<file path="src/rtl/double_ended_stack_allocator_assert.svh">
// Assertion macros for the double-ended stack allocator.
// Every macro samples on clk; define NO_ASSERTIONS to compile them away.
`ifndef DOUBLE_ENDED_STACK_ALLOCATOR_ASSERT_SVH
`define DOUBLE_ENDED_STACK_ALLOCATOR_ASSERT_SVH

`ifndef NO_ASSERTIONS

// Checked only while the block is out of reset.
`define DESA_ASSERT(label, prop) \
  label: assert property (@(posedge clk) disable iff (rst) prop) \
    else $error("desa assertion failed");

// Checked at every edge, reset included.
`define DESA_ASSERT_ALWAYS(label, prop) \
  label: assert property (@(posedge clk) prop) \
    else $error("desa assertion failed");

`else

`define DESA_ASSERT(label, prop)
`define DESA_ASSERT_ALWAYS(label, prop)

`endif

`endif

</file>
<file path="src/rtl/desa_pkg.sv">
// Shared types and constants for the double-ended stack allocator.
// Used by desa_alloc_core and the top level; depends on nothing.
package desa_pkg;

  localparam int unsigned OFS_W   = 21;
  localparam int unsigned ALIGN_W = 13;
  localparam int unsigned KIND_W  = 3;

  localparam int unsigned DESA_POOL_BYTES = 1048576;

  typedef enum logic [KIND_W-1:0] {
    KIND_ALLOC_TOP    = 3'd0,
    KIND_ALLOC_BOTTOM = 3'd1,
    KIND_FREE_TOP     = 3'd2,
    KIND_FREE_BOTTOM  = 3'd3,
    KIND_MARK_TOP     = 3'd4,
    KIND_MARK_BOTTOM  = 3'd5,
    KIND_CLEAR_TOP    = 3'd6,
    KIND_CLEAR_BOTTOM = 3'd7
  } kind_t;

  typedef struct packed {
    kind_t              kind;
    logic [OFS_W-1:0]   size;
    logic [ALIGN_W-1:0] align;
    logic [OFS_W-1:0]   marker;
  } req_t;

  typedef struct packed {
    logic [OFS_W-1:0] offset;
    logic             ok;
  } res_t;

endpackage

</file>
<file path="src/rtl/desa_alloc_core.sv">
// Combinational request evaluation: next stack offsets and the result.
// Depends on desa_pkg for the request and result types.
module desa_alloc_core import desa_pkg::*; #(
  parameter int unsigned STW = OFS_W
) (
  input  logic [STW-1:0] top_offset,
  input  logic [STW-1:0] bottom_offset,
  input  logic [STW-1:0] pool_size,
  input  req_t           req,
  output logic [STW-1:0] top_next,
  output logic [STW-1:0] bottom_next,
  output res_t           res
);

  localparam int unsigned AW = STW + 2;

  logic [ALIGN_W-1:0] amask;
  logic [AW-1:0]      amask_w;
  logic [AW-1:0]      keep;
  logic [AW-1:0]      size_w;
  logic [AW-1:0]      mark_w;
  logic [AW-1:0]      top_w;
  logic [AW-1:0]      bot_w;
  logic [AW-1:0]      pool_w;
  logic [AW-1:0]      top_sub;
  logic [AW-1:0]      top_new;
  logic [AW-1:0]      blk_start;
  logic [AW-1:0]      blk_end;
  logic [AW-1:0]      top_add;
  logic [AW-1:0]      bot_sub;

  assign amask     = (req.align == '0) ? '0 : req.align - ALIGN_W'(1);
  assign amask_w   = AW'(amask);
  assign keep      = ~amask_w;
  assign size_w    = AW'(req.size);
  assign mark_w    = AW'(req.marker);
  assign top_w     = AW'(top_offset);
  assign bot_w     = AW'(bottom_offset);
  assign pool_w    = AW'(pool_size);
  assign top_sub   = top_w - size_w;
  assign top_new   = top_sub & keep;
  assign blk_start = (bot_w + amask_w) & keep;
  assign blk_end   = blk_start + size_w;
  assign top_add   = top_w + size_w;
  assign bot_sub   = bot_w - size_w;

  always_comb begin
    top_next    = top_offset;
    bottom_next = bottom_offset;
    res.offset  = '0;
    res.ok      = 1'b1;
    unique case (req.kind)
      KIND_ALLOC_TOP: begin
        if (size_w > top_w || top_new <= bot_w) begin
          res.ok = 1'b0;
        end else begin
          top_next   = top_new[STW-1:0];
          res.offset = top_new[OFS_W-1:0];
        end
      end
      KIND_ALLOC_BOTTOM: begin
        if (blk_end >= top_w) begin
          res.ok = 1'b0;
        end else begin
          bottom_next = blk_end[STW-1:0];
          res.offset  = blk_start[OFS_W-1:0];
        end
      end
      KIND_FREE_TOP: begin
        top_next = (top_add > pool_w) ? pool_size : top_add[STW-1:0];
      end
      KIND_FREE_BOTTOM: begin
        bottom_next = (size_w > bot_w) ? '0 : bot_sub[STW-1:0];
      end
      KIND_MARK_TOP: begin
        if (mark_w > top_w && mark_w < pool_w) begin
          top_next = mark_w[STW-1:0];
        end
      end
      KIND_MARK_BOTTOM: begin
        if (mark_w < bot_w) begin
          bottom_next = mark_w[STW-1:0];
        end
      end
      KIND_CLEAR_TOP: begin
        top_next = pool_size;
      end
      KIND_CLEAR_BOTTOM: begin
        bottom_next = '0;
      end
    endcase
  end

endmodule

</file>
<file path="src/rtl/double_ended_stack_allocator.sv">
// A request goes into the input register, through the single evaluation
// stage and into the result register. Throughput: one request per cycle
// unless out_stall holds the pipeline; the offset update in that stage sets this.
// Reset: pool size returns to POOL_BYTES, the top stack to the pool size
// and the bottom stack to zero; both pipeline stages are emptied.
// Depends on desa_pkg, desa_alloc_core and the assertion macro header.
`include "double_ended_stack_allocator_assert.svh"

module double_ended_stack_allocator import desa_pkg::*; #(
  parameter int unsigned POOL_BYTES = DESA_POOL_BYTES
) (
  input  logic               clk,
  input  logic               rst,
  input  logic               cfg_valid,
  output logic               cfg_ready,
  input  logic [OFS_W-1:0]   pool_size,
  input  logic               in_valid,
  output logic               in_stall,
  input  logic [KIND_W-1:0]  kind,
  input  logic [OFS_W-1:0]   request_size,
  input  logic [ALIGN_W-1:0] alignment,
  input  logic [OFS_W-1:0]   marker,
  output logic               out_valid,
  input  logic               out_stall,
  output logic [OFS_W-1:0]   offset,
  output logic               ok,
  output logic [OFS_W-1:0]   top_mark,
  output logic [OFS_W-1:0]   bottom_mark
);

  localparam int unsigned POOL_BITS = $clog2(POOL_BYTES + 1);
  localparam int unsigned STW       = (POOL_BITS > OFS_W) ? POOL_BITS : OFS_W;
  localparam logic [STW-1:0] POOL_V = STW'(POOL_BYTES);

  logic [STW-1:0] pool_reg;
  logic [STW-1:0] top_offset;
  logic [STW-1:0] bottom_offset;
  logic [STW-1:0] top_next;
  logic [STW-1:0] bottom_next;
  logic [STW-1:0] cfg_ext;
  logic           s1_valid;
  req_t           s1_req;
  res_t           res;
  logic           advance;

  assign cfg_ready = 1'b1;
  assign cfg_ext   = STW'(pool_size);
  assign advance   = !out_valid || !out_stall;
  assign in_stall  = s1_valid && !advance;

  always_ff @(posedge clk) begin
    if (rst) begin
      pool_reg <= POOL_V;
    end else if (cfg_valid && cfg_ready) begin
      pool_reg <= (cfg_ext > POOL_V) ? POOL_V : cfg_ext;
    end
  end

  always_ff @(posedge clk) begin
    if (rst) begin
      s1_valid <= 1'b0;
    end else if (!in_stall) begin
      s1_valid <= in_valid;
    end
  end

  always_ff @(posedge clk) begin
    if (!in_stall && in_valid) begin
      s1_req.kind   <= kind_t'(kind);
      s1_req.size   <= request_size;
      s1_req.align  <= alignment;
      s1_req.marker <= marker;
    end
  end

  desa_alloc_core #(
    .STW(STW)
  ) u_core (
    .top_offset   (top_offset),
    .bottom_offset(bottom_offset),
    .pool_size    (pool_reg),
    .req          (s1_req),
    .top_next     (top_next),
    .bottom_next  (bottom_next),
    .res          (res)
  );

  always_ff @(posedge clk) begin
    if (rst) begin
      top_offset    <= POOL_V;
      bottom_offset <= '0;
      out_valid     <= 1'b0;
    end else if (advance) begin
      out_valid <= s1_valid;
      if (s1_valid) begin
        top_offset    <= top_next;
        bottom_offset <= bottom_next;
      end
    end
  end

  always_ff @(posedge clk) begin
    if (advance && s1_valid) begin
      offset      <= res.offset;
      ok          <= res.ok;
      top_mark    <= top_next[OFS_W-1:0];
      bottom_mark <= bottom_next[OFS_W-1:0];
    end
  end

  `DESA_ASSERT_ALWAYS(a_reset_state, rst |=> (top_offset == POOL_V && bottom_offset == '0 && pool_reg == POOL_V && !s1_valid && !out_valid))
  `DESA_ASSERT(a_offsets_in_pool, top_offset <= POOL_V && bottom_offset <= POOL_V && pool_reg <= POOL_V)
  `DESA_ASSERT(a_input_held, (s1_valid && in_stall) |=> (s1_valid && $stable(s1_req)))
  `DESA_ASSERT(a_fail_no_change, (s1_valid && !res.ok) |-> (top_next == top_offset && bottom_next == bottom_offset && res.offset == '0))

endmodule
</file>
<file path="config.mk">
export PLATFORM = sky130hd
export DESIGN_NAME = double_ended_stack_allocator
export DESIGN_NICKNAME = d
export VERILOG_FILES = /design/src/rtl/desa_pkg.sv /design/src/rtl/desa_alloc_core.sv /design/src/rtl/double_ended_stack_allocator.sv
export VERILOG_INCLUDE_DIRS = /design/src /design/src/rtl
export SDC_FILE = /design/constraint.sdc
export NUM_CORES = 1
export LEC_CHECK = 0
export BUFFER_PORTS_ARGS = -buffer_cell sky130_fd_sc_hd__buf_2
export CAP_MARGIN = 20
export CORE_MARGIN = 2
export CORE_UTILIZATION = 55
export CTS_CLUSTER_SIZE = 14
export DETAILED_ROUTE_END_ITERATION = 6
export PLACE_DENSITY_LB_ADDON = 0.15
export SETUP_SLACK_MARGIN = 0.15
export SLEW_MARGIN = 40
export SYNTH_ARGS = -nofsm -noshare
export SYNTH_HDL_FRONTEND = slang
export SYNTH_SLANG_ARGS = --single-unit
</file>
<file path="constraint.sdc">
create_clock -name clk -period 8.9 [get_ports clk]
set_input_delay 0.89 -clock clk [delete_from_list [all_inputs] [get_ports clk]]
set_output_delay 0.89 -clock clk [all_outputs]
set_load 0.01 [all_outputs]
</file>
# After elaboration in Yosys (flattened, before gate mapping)
# Cells that the tools add are included.
# op_classes
eq_ne,7
magnitude_cmp,9
bitwise_logic,3
n_addsub,6
reduce_logical,13
mux,15
# ops
op,n
two-way mux 21 bit,9
case mux 21 bit (4 select lines),2
greater-than comparator 21 bit,3
bitwise AND 23 bit,2
case mux 22 bit (2 select lines),1
less-than comparator 21 bit,2
adder 23 x 21 -> 23 bit,1
greater-or-equal comparator 23 x 21 -> 1 bit,1
greater-than comparator 23 x 21 -> 1 bit,1
less-or-equal comparator 23 x 21 -> 1 bit,1
inverter 13 -> 23 bit,1
adder 21 x 13 -> 22 bit,1
adder 21 x 21 -> 22 bit,1
subtractor 21 x 21 -> 22 bit,1
greater-than comparator 21 bit (second input constant),1
subtractor 21 bit,1
zero test 13 bit,1
two-way mux 13 bit,1
subtractor 13 x 1 -> 13 bit (second input constant),1
equality test 3 bit (second input constant),4
equality test 3 x 2 -> 1 bit (second input constant),2
logical AND 1 bit,4
zero test 1 bit,4
equality test 3 x 1 -> 1 bit (second input constant),1
4 further kinds,6
# totals
ff_bits,187
word_cells,66
inputBits,84

# Logic depth before layout (Yosys ltp)
# Gate-level depths: netlist of run 1.
# logic_depth
depth_word,8
mapped_depth,37

# Hierarchy
# From an unflattened synthesis of run 1, not the netlist that was laid out.
# unflattened
cells_unflattened,1863
hier_area_um2,16943.8
# by_module_without_submodules
module,cells_per_inst,area_per_inst_um2,instances
desa_alloc_core,1456,10373.7,1
double_ended_stack_allocator,407,6570.1,1

# Worst setup path after synthesis of run 1
# OpenSTA, ideal clock, no wires.
# synth_path
path_kind,register -> register
from,reg s1_req[28] (netlist bit)
to,reg bottom_mark[11] (data pin)
stages_incl_launch_ff,33
arrival_time_ns,6.734
slack_ns,1.897
synth_period_minus_slack_ns,7.003
path_buffers,4
path_cell_list,edfxtp_1 > nor4_1 > nor2b_1 > and4_1 > clkbuf_1 > nor2_1 > ha_1 > nor4b_1 > nand4b_1 > a31oi_1 > o21ai_0 > a21oi_1 > o21ba_2 > o21ai_0 > xnor2_1 > and2_1 > ha_1 > clkbuf_1 > nand4_1 > or4b_2 > a31oi_1 > o41ai_1 > xnor2_1 > ha_1 > or4_1 > a221oi_1 > a21oi_1 > a21o_1 > buf_6 > buf_6 > o21a_1 > o21ai_0 > a22oi_1
# synth_between
elab_chain_len,8
elab_cells_between_ends,10
classes_between,3 x add/sub; 1 x order compare; 3 x mux; 2 x bitwise; 1 x reduce/logical
# synth_rtl
element,line_no,source
"start, declared",double_ended_stack_allocator.sv:42,req_t s1_req;
subtractor 13 x 1 -> 13 bit or zero test 13 bit (tied branches),desa_alloc_core.sv:32,assign amask = (req.align == '0) ? '0 : req.align - ALIGN_W'(1);
two-way mux 13 bit (*),desa_alloc_core.sv:32,
adder 21 x 13 -> 22 bit or inverter 13 -> 23 bit (tied branches),"desa_alloc_core.sv:42, desa_alloc_core.sv:34",
bitwise AND 23 bit (*),desa_alloc_core.sv:42,assign blk_start = (bot_w + amask_w) & keep;
adder 23 x 21 -> 23 bit (*),desa_alloc_core.sv:43,assign blk_end = blk_start + size_w;
greater-or-equal comparator 23 x 21 -> 1 bit,desa_alloc_core.sv:62,if (blk_end >= top_w) begin
two-way mux 21 bit (*),desa_alloc_core.sv:62,
case mux 21 bit (4 select lines) (*),desa_alloc_core.sv:52,unique case (req.kind)
via bottom_next[11],double_ended_stack_allocator.sv:39,logic [STW-1:0] bottom_next;
"end signal, assigned",double_ended_stack_allocator.sv:107,bottom_mark <= bottom_next[OFS_W-1:0];
"end, declared",double_ended_stack_allocator.sv:28,output logic [OFS_W-1:0] bottom_mark
# Mark *: on every way through the listed nets, which the timed path passes. The rest lies on a longest branch.
# A chain may end at the register's enable or synchronous reset.

# Worst setup path after layout of run 1
# layout_path
from,reg s1_req[28] (netlist bit)
to,reg bottom_mark[2] (data pin)
# Same word-level chain as after synthesis.

==> flow_summary.ini, run 1 <==
[global_route]
use_met2 = 0.578
grt-ovfl-total = 0
grtUsageTotal = 0.366
grt_antenna_before_repair = 0
grt_pass1_wl_microns = 85900
grt_use_met1 = 0.462
grt_start_max_net_pins = 60
grt_pass1_vias = 14500
busiest_layer = met2
use_met3 = 0.0597

[routing]
firstDrtPassIters = 5
wirelength_microns = 57500
drcViolationCount = 0
via_per_inst = 6.52
via_count = 15300
drtAntennaViolNets = 0
first_iter_violations = 1505
routedWlPerCell_microns = 24.4

[cts]
cts_tree = yes
clock_latency_ps = 470
cts_max_path_buffers = 2
cts_root_buffer = clkbuf_16
htree_levels = 4
path_clk_slew_ps = 70
numCtsBuffers = 17
cts.sinks = 187
postCtsSetupBuffers = 0

[synthesis]
synth_flop_cell = edfxtp_1
ys_seq_area_frac = 0.302
postSynthAreaPerCell_sq_um = 8.98
synth_edf_count = 122
synth_seq_cells = 187
synthesis.nets = 2145
netlist_instances = 1833
netlist-cell-type-count = 97
syn_area_sq_mm = 0.0165
synthArstFlopShare = 0
yosysWarnings = 0

[floorplan]
ios = 151
start_util = 0.557
die_y_microns = 177
die_w_microns = 177
die-area_sq_mm = 0.0313
placementRows = 63
core_sq_mm = 0.0296

[worst_setup_path]
crit_path_max_incr_delay_ps = 690
crit_slowest_cell = or4b_2
endpoint_kind = flop
reg2reg_depth = 31
crit_buf_inv = 1
path_delay_family = simple AND/OR/NAND/NOR gates
reg2reg_to = bottom_mark[2]
r2r-start = s1_req[28]
cp-start-kind = flop
crit_top_cell = a21oi_1
critPathMaxFanout = 20
crit_type = flop to flop
critPathArrivalTime_ps = 8440
cp.required_ps = 9110
r2r_setup_slack_ps = 680

[final_layout]
synthToLayoutAreaGrowth_pct = 10.4
n_antenna_cell = 0
drive_gt1_frac = 0.133
largest_register_ffs = 58
fin_nets = 2261
largest_register = s1_req
fin_util = 0.615

[run_status]
status = finished clean

[timing]
tightest_slew_ps = 985
finalCriticalPeriod_ps = 8220
fin_setup_tns_ps = 0
holdWs_ps = 489
finClkSkew_ps = 18.2
fmax_ghz = 0.122
final_max_slew_viol_count = 0
timing.final.crit_share = 0.924
finalSetupViolCount = 0
slew_headroom = 0.327
hold_viol_final = 0
rsz0062_at_grt = false

[place]
hpwl_microns = 45300
gp_congestion = 0.988
io_buffer_count = 149

[worst_hold_path]
hold_end = out_valid
hp-start = s1_valid
whs_path_depth = 2
hp-class = flop to flop

[job]
max_cap_viol_count = 0

[power_and_ir_drop]
power.density_mw_per_mm2 = 161
max-vdd-ir-drop_mv = 0.151
leakagePower_nw = 7.74
==> metal layers <==
layer  wire length, microns  vias to the layer above
met5                      0                        -
met1                  23700                     7349
met3                   3560                      185
met2                  26000                      665
li1                       -                     7126
met4                   4220                        0
==> cell usage after synthesis, types with 16 or more instances <==
library cell / number / area share
a21oi_1: 130 / 0.040
o21a_1: 26 / 0.012
nand3_1: 25 / 0.0076
o21bai_1: 22 / 0.010
dfxtp_1: 65 / 0.079
a221oi_1: 18 / 0.0096
ha_1: 223 / 0.17
nand2b_1: 18 / 0.0068
o21ai_0: 125 / 0.038
nand4_1: 26 / 0.0099
a31oi_1: 26 / 0.0099
o221ai_1: 16 / 0.0085
nor2b_1: 28 / 0.011
inv_1: 144 / 0.033
nor2_1: 137 / 0.031
nand2_1: 115 / 0.026
clkbuf_1: 43 / 0.0098
a21o_1: 67 / 0.031
xnor2_1: 56 / 0.030
a2bb2oi_1: 21 / 0.011
edfxtp_1: 122 / 0.22
o211ai_1: 21 / 0.0096
mux2i_1: 29 / 0.018
nor3_1: 36 / 0.011
xor2_1: 34 / 0.018
==> through the flow <==
step / power, W / setup WS (ps) / cells / cell area [sq um]
final: 0.00293 / 677 / 2352 / 18200
after global routing: 0.00306 / 152 / 2352 / 18200
after CTS: 0.00290 / 729 / 2352 / 18100
after detailed placement: 0.00209 / 823 / 2320 / 17500
after global placement: 0.00207 / 1090 / 2319 / 17500
after floorplan: 0.00179 / 1900 / 1833 / 16500
==> power breakdown <==
| part | internal (W) | switching (W) |
|---|---|---|
| clock | 0.000445 | 0.000366 |
| sequential | 0.000984 | 0.0000627 |
| combinational | 0.000408 | 0.000661 |
| total | 0.00184 | 0.00109 |
==> cells by family after synthesis <==
| group | after synthesis | share of synthesized area |
|---|---|---|
| AO/OA/AOI/OAI | 621 | 0.263 |
| multiplexers | 41 | 0.0259 |
| adder cells (fa/ha/maj) | 228 | 0.176 |
| other | 1 | 0.000228 |
| XOR/XNOR | 90 | 0.0479 |
| AND/OR/NAND/NOR | 452 | 0.133 |
| flip-flops | 187 | 0.302 |
| buffers and inverters | 213 | 0.0527 |
==> placed cells by master, fill, tap and decap left out, types with 29 or more instances in the layout <==
cell type	n
ha_1	223
buf_2	149
inv_1	141
nor2_1	134
a21oi_1	129
o21ai_0	125
edfxtp_1	122
nand2_1	115
a21o_1	67
dfxtp_1	65
xnor2_1	55
nor3_1	36
xor2_1	34
mux2i_1	29
==> worst reg2reg max path: cells and delay by family (launching register included) <==
kind / cells / cell delay (ps)
flops: 1 / 480
buf+inv: 1 / 260
simple gates: 12 / 3150
compound gates: 13 / 2730
xor+xnor: 2 / 470
fa+ha+maj: 3 / 900
==> final cells by class <==
cell class                      instances  area, sq um
Fill cell                            2635        11400
Inverter                              145          547
Timing Repair Buffer                  165          873
Tap cell                              390          488
Clock buffer                           19          433
Multi-Input combinational cell       1433        10700
Sequential cell                       187         4960
Clock inverter                         13          170
==> worst max path at each step <==
stage | start | to | slack (ps) | cells after the start
final | s1_req[28] | bottom_mark[2] | 680 | 31
after global routing | s1_req[28] | bottom_mark[15] | 150 | 30
after CTS | s1_req[28] | bottom_mark[2] | 730 | 29
after detailed placement | s1_req[28] | bottom_mark[2] | 820 | 30
after global placement | s1_req[28] | bottom_mark[2] | 1090 | 31
after floorplan | s1_req[28] | bottom_mark[11] | 1900 | 32
==> timing repair <==
| action | in CTS | in global routing |
|---|---|---|
| gates resized for setup | 0 | 2 |
| endpoints found under the setup margin | 0 | 39 |
| hold buffers | 0 | 0 |
Power figures use the tool's default switching activity.
==> run 2, diff against run 1 <==
--- a/config.mk
+++ b/config.mk
@@ -12,7 +12,7 @@
 export CORE_UTILIZATION = 55
 export CTS_CLUSTER_SIZE = 14
 export DETAILED_ROUTE_END_ITERATION = 6
-export PLACE_DENSITY_LB_ADDON = 0.15
+export PLACE_DENSITY_LB_ADDON = 0.1
 export SETUP_SLACK_MARGIN = 0.15
 export SLEW_MARGIN = 40
 export SYNTH_ARGS = -nofsm -noshare
==> flow_summary.ini, run 2 (same netlist as run 1, synthesis figures left out) <==
[cts]
cts_max_path_buffers = 2
clock_latency_ps = 470
numCtsBuffers = 17
htree_levels = 4
cts_tree = yes
path_clk_slew_ps = 80
cts.sinks = 187
cts_root_buffer = clkbuf_16
postCtsSetupBuffers = 0

[place]
hpwl_microns = 46300
gp_congestion = 1.03
io_buffer_count = 149
placed_cells_incl_taps = 2319

[timing]
finClkSkew_ps = 10.2
finalCriticalPeriod_ps = 8170
tightest_slew_ps = 876
finalSetupViolCount = 0
final_max_slew_viol_count = 0
rsz0062_at_grt = false
timing.final.crit_share = 0.918
fin_setup_tns_ps = 0
hold_viol_final = 0
fmax_ghz = 0.122
slew_headroom = 0.414

[global_route]
grt_start_max_net_pins = 59
grt-ovfl-total = 0
grtUsageTotal = 0.372
grt_antenna_before_repair = 1
grt_pass1_wl_microns = 87300
grt_pass1_vias = 14700

[final_layout]
multi_input_area_sq_mm = 0.0107
fillCellCount = 2579
largest_register_ffs = 58
final_cell_mix = 223 x ha_1, 149 x buf_2, 142 x inv_1, 134 x nor2_1, 129 x a21oi_1
regArea_sq_mm = 0.00496
synthToLayoutAreaGrowth_pct = 10.3
drive_gt1_frac = 0.133
n_antenna_cell = 0
fin_cells = 2351
final_common_cell = ha_1
fin_nets = 2260
largest_register = s1_req

[power_and_ir_drop]
max-vdd-ir-drop_mv = 0.137
leakagePower_nw = 7.75
power.density_mw_per_mm2 = 162

[worst_setup_path]
cp-startpoint = s1_req[28]
r2r_setup_slack_ps = 730
reg2reg_depth = 31
crit_buf_inv = 0
critPathArrivalTime_ps = 8510
crit_slowest_cell = or4b_2
path_delay_family = simple AND/OR/NAND/NOR gates
reg2reg_to = offset[13]
setup.worst_path.end = offset[13]
cp.required_ps = 9230
crit_type = flop to flop
r2r-start = s1_req[28]
endpoint_kind = flop
worstSetupPathDepth = 31
critPathMaxFanout = 24
crit_path_max_incr_delay_ps = 700
crit_top_cell = a21oi_1
cp-start-kind = flop

[worst_hold_path]
hp-class = flop to flop

[floorplan]
die-area_sq_mm = 0.0313
ios = 151
start_util = 0.557
die_w_microns = 177
core_sq_mm = 0.0296
placementRows = 63
die_y_microns = 177

[run_status]
status = finished clean

[routing]
drtAntennaViolNets = 0
via_count = 15300
routedWlPerCell_microns = 24.8
drcViolationCount = 0
firstDrtPassIters = 6
wirelength_microns = 58200
first_iter_violations = 1501
via_per_inst = 6.50

[job]
max_cap_viol_count = 0
-- run 2: cell count changes in the layout (fill, tap and decap cells not counted), sizes merged --
cell / previous run / this run
clkbuf: 19 / 18
buf: 165 / 164
clkinvlp: 4 / 1
inv: 145 / 149
-- run 2: worst min path at each step --
stage | from | to | cells past startpoint
after global routing | s1_valid | out_valid | 2
after CTS | s1_valid | out_valid | 2
after detailed placement | s1_valid | out_valid | 2
final | s1_valid | out_valid | 2
after global placement | s1_valid | out_valid | 2
after floorplan | s1_valid | out_valid | 2
-- run 2: routing by layer --
layer,part of all wire,global-route usage,vias up,routed length [microns]
li1,-,-,7127,-
met1,0.40,0.464,7224,23400
met2,0.46,0.607,761,27000
met3,0.065,0.0539,177,3790
met4,0.069,0.230,0,4050
met5,0,0,-,0
-- run 2: cell type report --
type | instances | area share
sequential | 187 | 0.273
clock buffer | 18 | 0.0236
inverter | 145 | 0.0301
timing repair buffer | 164 | 0.0475
clock inverter | 14 | 0.0103
multi-input combinational | 1433 | 0.588
tap | 390 | 0.0269
-- run 2: metrics by stage --
stage	hold WS, ps	area, sq um	util	setup slack, ps	power (W)
5_1_grt	578	18200	0.614	201	0.00309
4_1_cts	540	18100	0.614	707	0.00292
2_1_floorplan	450	16500	-	1900	0.00179
3_3_place_gp	473	17500	0.592	953	0.00208
3_5_place_dp	522	17500	0.593	746	0.00210
6_report	529	18200	0.614	728	0.00295
-- run 2: where the power goes --
group	leakage [nW]	internal (W)	switching, W	total [W]
clock	0.300	0.000450	0.000378	0.000828
combinational	5.74	0.000407	0.000663	0.00107
sequential	1.72	0.000983	0.0000644	0.00105
-- run 2: worst reg2reg max path: cells and delay by family, from the launching register on --
family / cells / cell delay [ps]
AND/OR/NAND/NOR: 14 / 4010
AO/OA/AOI/OAI: 12 / 2170
adder cells (fa/ha/maj): 3 / 930
flip-flops: 1 / 490
XOR/XNOR: 2 / 430
-- run 2: what timing repair did --
item                                    4_1_cts  5_1_grt
resized for setup                             0        2
hold buffers                                  0        0
endpoints found under the setup margin        0       10
==> run 3, diff against run 2 <==
--- a/config.mk
+++ b/config.mk
@@ -8,11 +8,12 @@
 export LEC_CHECK = 0
 export BUFFER_PORTS_ARGS = -buffer_cell sky130_fd_sc_hd__buf_2
 export CAP_MARGIN = 20
-export CORE_MARGIN = 2
+export CORE_MARGIN = 3
 export CORE_UTILIZATION = 55
+export CTS_CLUSTER_DIAMETER = 150
 export CTS_CLUSTER_SIZE = 14
 export DETAILED_ROUTE_END_ITERATION = 6
-export PLACE_DENSITY_LB_ADDON = 0.1
+export PLACE_DENSITY = 0.76
 export SETUP_SLACK_MARGIN = 0.15
 export SLEW_MARGIN = 40
 export SYNTH_ARGS = -nofsm -noshare
==> flow_summary.ini, run 3 (same netlist as run 1, synthesis figures left out) <==
[final_layout]
fillCellCount = 2562
largest_register = s1_req
fin_nets = 2263
synthToLayoutAreaGrowth_pct = 9.97
regArea_sq_mm = 0.00496
multi_input_area_sq_mm = 0.0107
drive_gt1_frac = 0.132
final_common_cell = ha_1
n_antenna_cell = 0
fin_cells = 2348
final_cell_mix = 223 x ha_1, 149 x buf_2, 143 x inv_1, 135 x nor2_1, 129 x a21oi_1
largest_register_ffs = 58

[timing]
slew_headroom = 0.429
rsz0062_at_grt = false
finClkSkew_ps = 15.0
tightest_slew_ps = 854
finalCriticalPeriod_ps = 8040
final_max_slew_viol_count = 0
holdWs_ps = 504
timing.final.crit_share = 0.903
finalSetupViolCount = 0
fmax_ghz = 0.124
setup_ws_ps = 864
fin_setup_tns_ps = 0
hold_viol_final = 0

[worst_hold_path]
hp-start = s1_valid
hold_end = out_valid
hp-class = flop to flop
whs_path_depth = 2

[worst_setup_path]
critPathArrivalTime_ps = 8370
crit_type = flop to flop
crit_top_cell = a21oi_1
r2r_setup_slack_ps = 860
cp-start-kind = flop
critPathMaxFanout = 19
endpoint_kind = flop
r2r-start = s1_req[28]
crit_slowest_cell = or4_1
crit_buf_inv = 1
reg2reg_to = offset[13]
crit_path_max_incr_delay_ps = 530
path_delay_family = compound AO/OA/AOI/OAI gates
cp.required_ps = 9240
reg2reg_depth = 31

[cts]
holdBufCountCts = 0
postCtsSetupBuffers = 0
cts_root_buffer = clkbuf_16
cts_max_path_buffers = 2
clock_latency_ps = 460
numCtsBuffers = 17
cts.sinks = 187
cts_tree = yes
htree_levels = 4
path_clk_slew_ps = 80

[run_status]
status = complete, but fails checks
violations = DRC

[routing]
wl_met2_microns = 27300
first_iter_violations = 1658
drcViolationCount = 1
via_per_inst = 6.50
drtAntennaViolNets = 0
top_layer = met4
firstDrtPassIters = 7
via_count = 15300
wl_met3_microns = 4090
wirelength_microns = 58200
routedWlPerCell_microns = 24.8
wl_met1_microns = 23400

[floorplan]
die-area_sq_mm = 0.0320
start_util = 0.566
die_y_microns = 179
placementRows = 62
core_sq_mm = 0.0291
ios = 151
die_w_microns = 179

[place]
placed_cells_incl_taps = 2316
dp_worst_setup_slack_ps = 791
io_buffer_count = 149
gp_congestion = 1.02
hpwl_microns = 46300

[power_and_ir_drop]
p_seq_frac = 0.366
p_switching_w = 0.00108
leakagePower_nw = 7.73
power.internal_w = 0.00178
power.total_w = 0.00286
p_sw_frac = 0.379
max-vdd-ir-drop_mv = 0.148
power.density_mw_per_mm2 = 158
clkPwrFrac = 0.263
combPwrFrac = 0.371

[job]
max_cap_viol_count = 0

[global_route]
grt-ovfl-total = 0
grt_pass1_wl_microns = 87800
grt_pass1_vias = 14800
grt_start_max_net_pins = 68
grt_antenna_before_repair = 0
grtUsageTotal = 0.364
-- run 3: layer usage --
metal	track usage	vias to the layer above
li1	-	7127
met1	0.457	7230
met2	0.603	746
met3	0.0553	164
met4	0.194	0
met5	0	-
-- run 3: power by group through the flow --
stage | registers (W) | logic [W] | clock network, W
after floorplan | 0.00105 | 0.000742 | 0
after global placement | 0.00107 | 0.00101 | 0
after detailed placement | 0.00107 | 0.00103 | 0
after CTS | 0.00105 | 0.00104 | 0.000757
after global routing | 0.00105 | 0.00117 | 0.000790
final | 0.00105 | 0.00106 | 0.000753
-- run 3: cell type report --
class | instances | share of cell area
clock buffers | 20 | 0.0241
clock inverters | 12 | 0.00657
inverters | 145 | 0.0302
multi-input cells | 1433 | 0.589
flip-flops and latches | 187 | 0.274
well taps | 384 | 0.0266
repair buffers | 167 | 0.0493
-- run 3: worst max path at each step --
| stage | from | end | cells after the start |
|---|---|---|---|
| after floorplan | s1_req[28] | bottom_mark[11] | 32 |
| after global placement | s1_req[28] | bottom_mark[17] | 27 |
| after detailed placement | s1_req[28] | bottom_mark[2] | 27 |
| after CTS | s1_req[28] | bottom_mark[2] | 28 |
| after global routing | s1_req[24] | bottom_mark[2] | 28 |
| final | s1_req[28] | offset[13] | 31 |
-- run 3: timing repair --
item | 4_1_cts | 5_1_grt
hold endpoints to repair | 0 | 0
gates resized for setup | 0 | 2
setup endpoints to repair | 0 | 20
-- run 3: through the flow --
stage	utilization	instance area, sq um
floorplan	-	16500
global placement	0.602	17500
detailed placement	0.602	17500
CTS	0.621	18100
global route	0.622	18100
finish	0.622	18100
-- run 3: worst min-delay path, delay by kind of cell (launching register included) --
kind | cells | cell delay (ps)
compound gates | 1 | 50
flops | 1 | 350
simple gates | 1 | 70
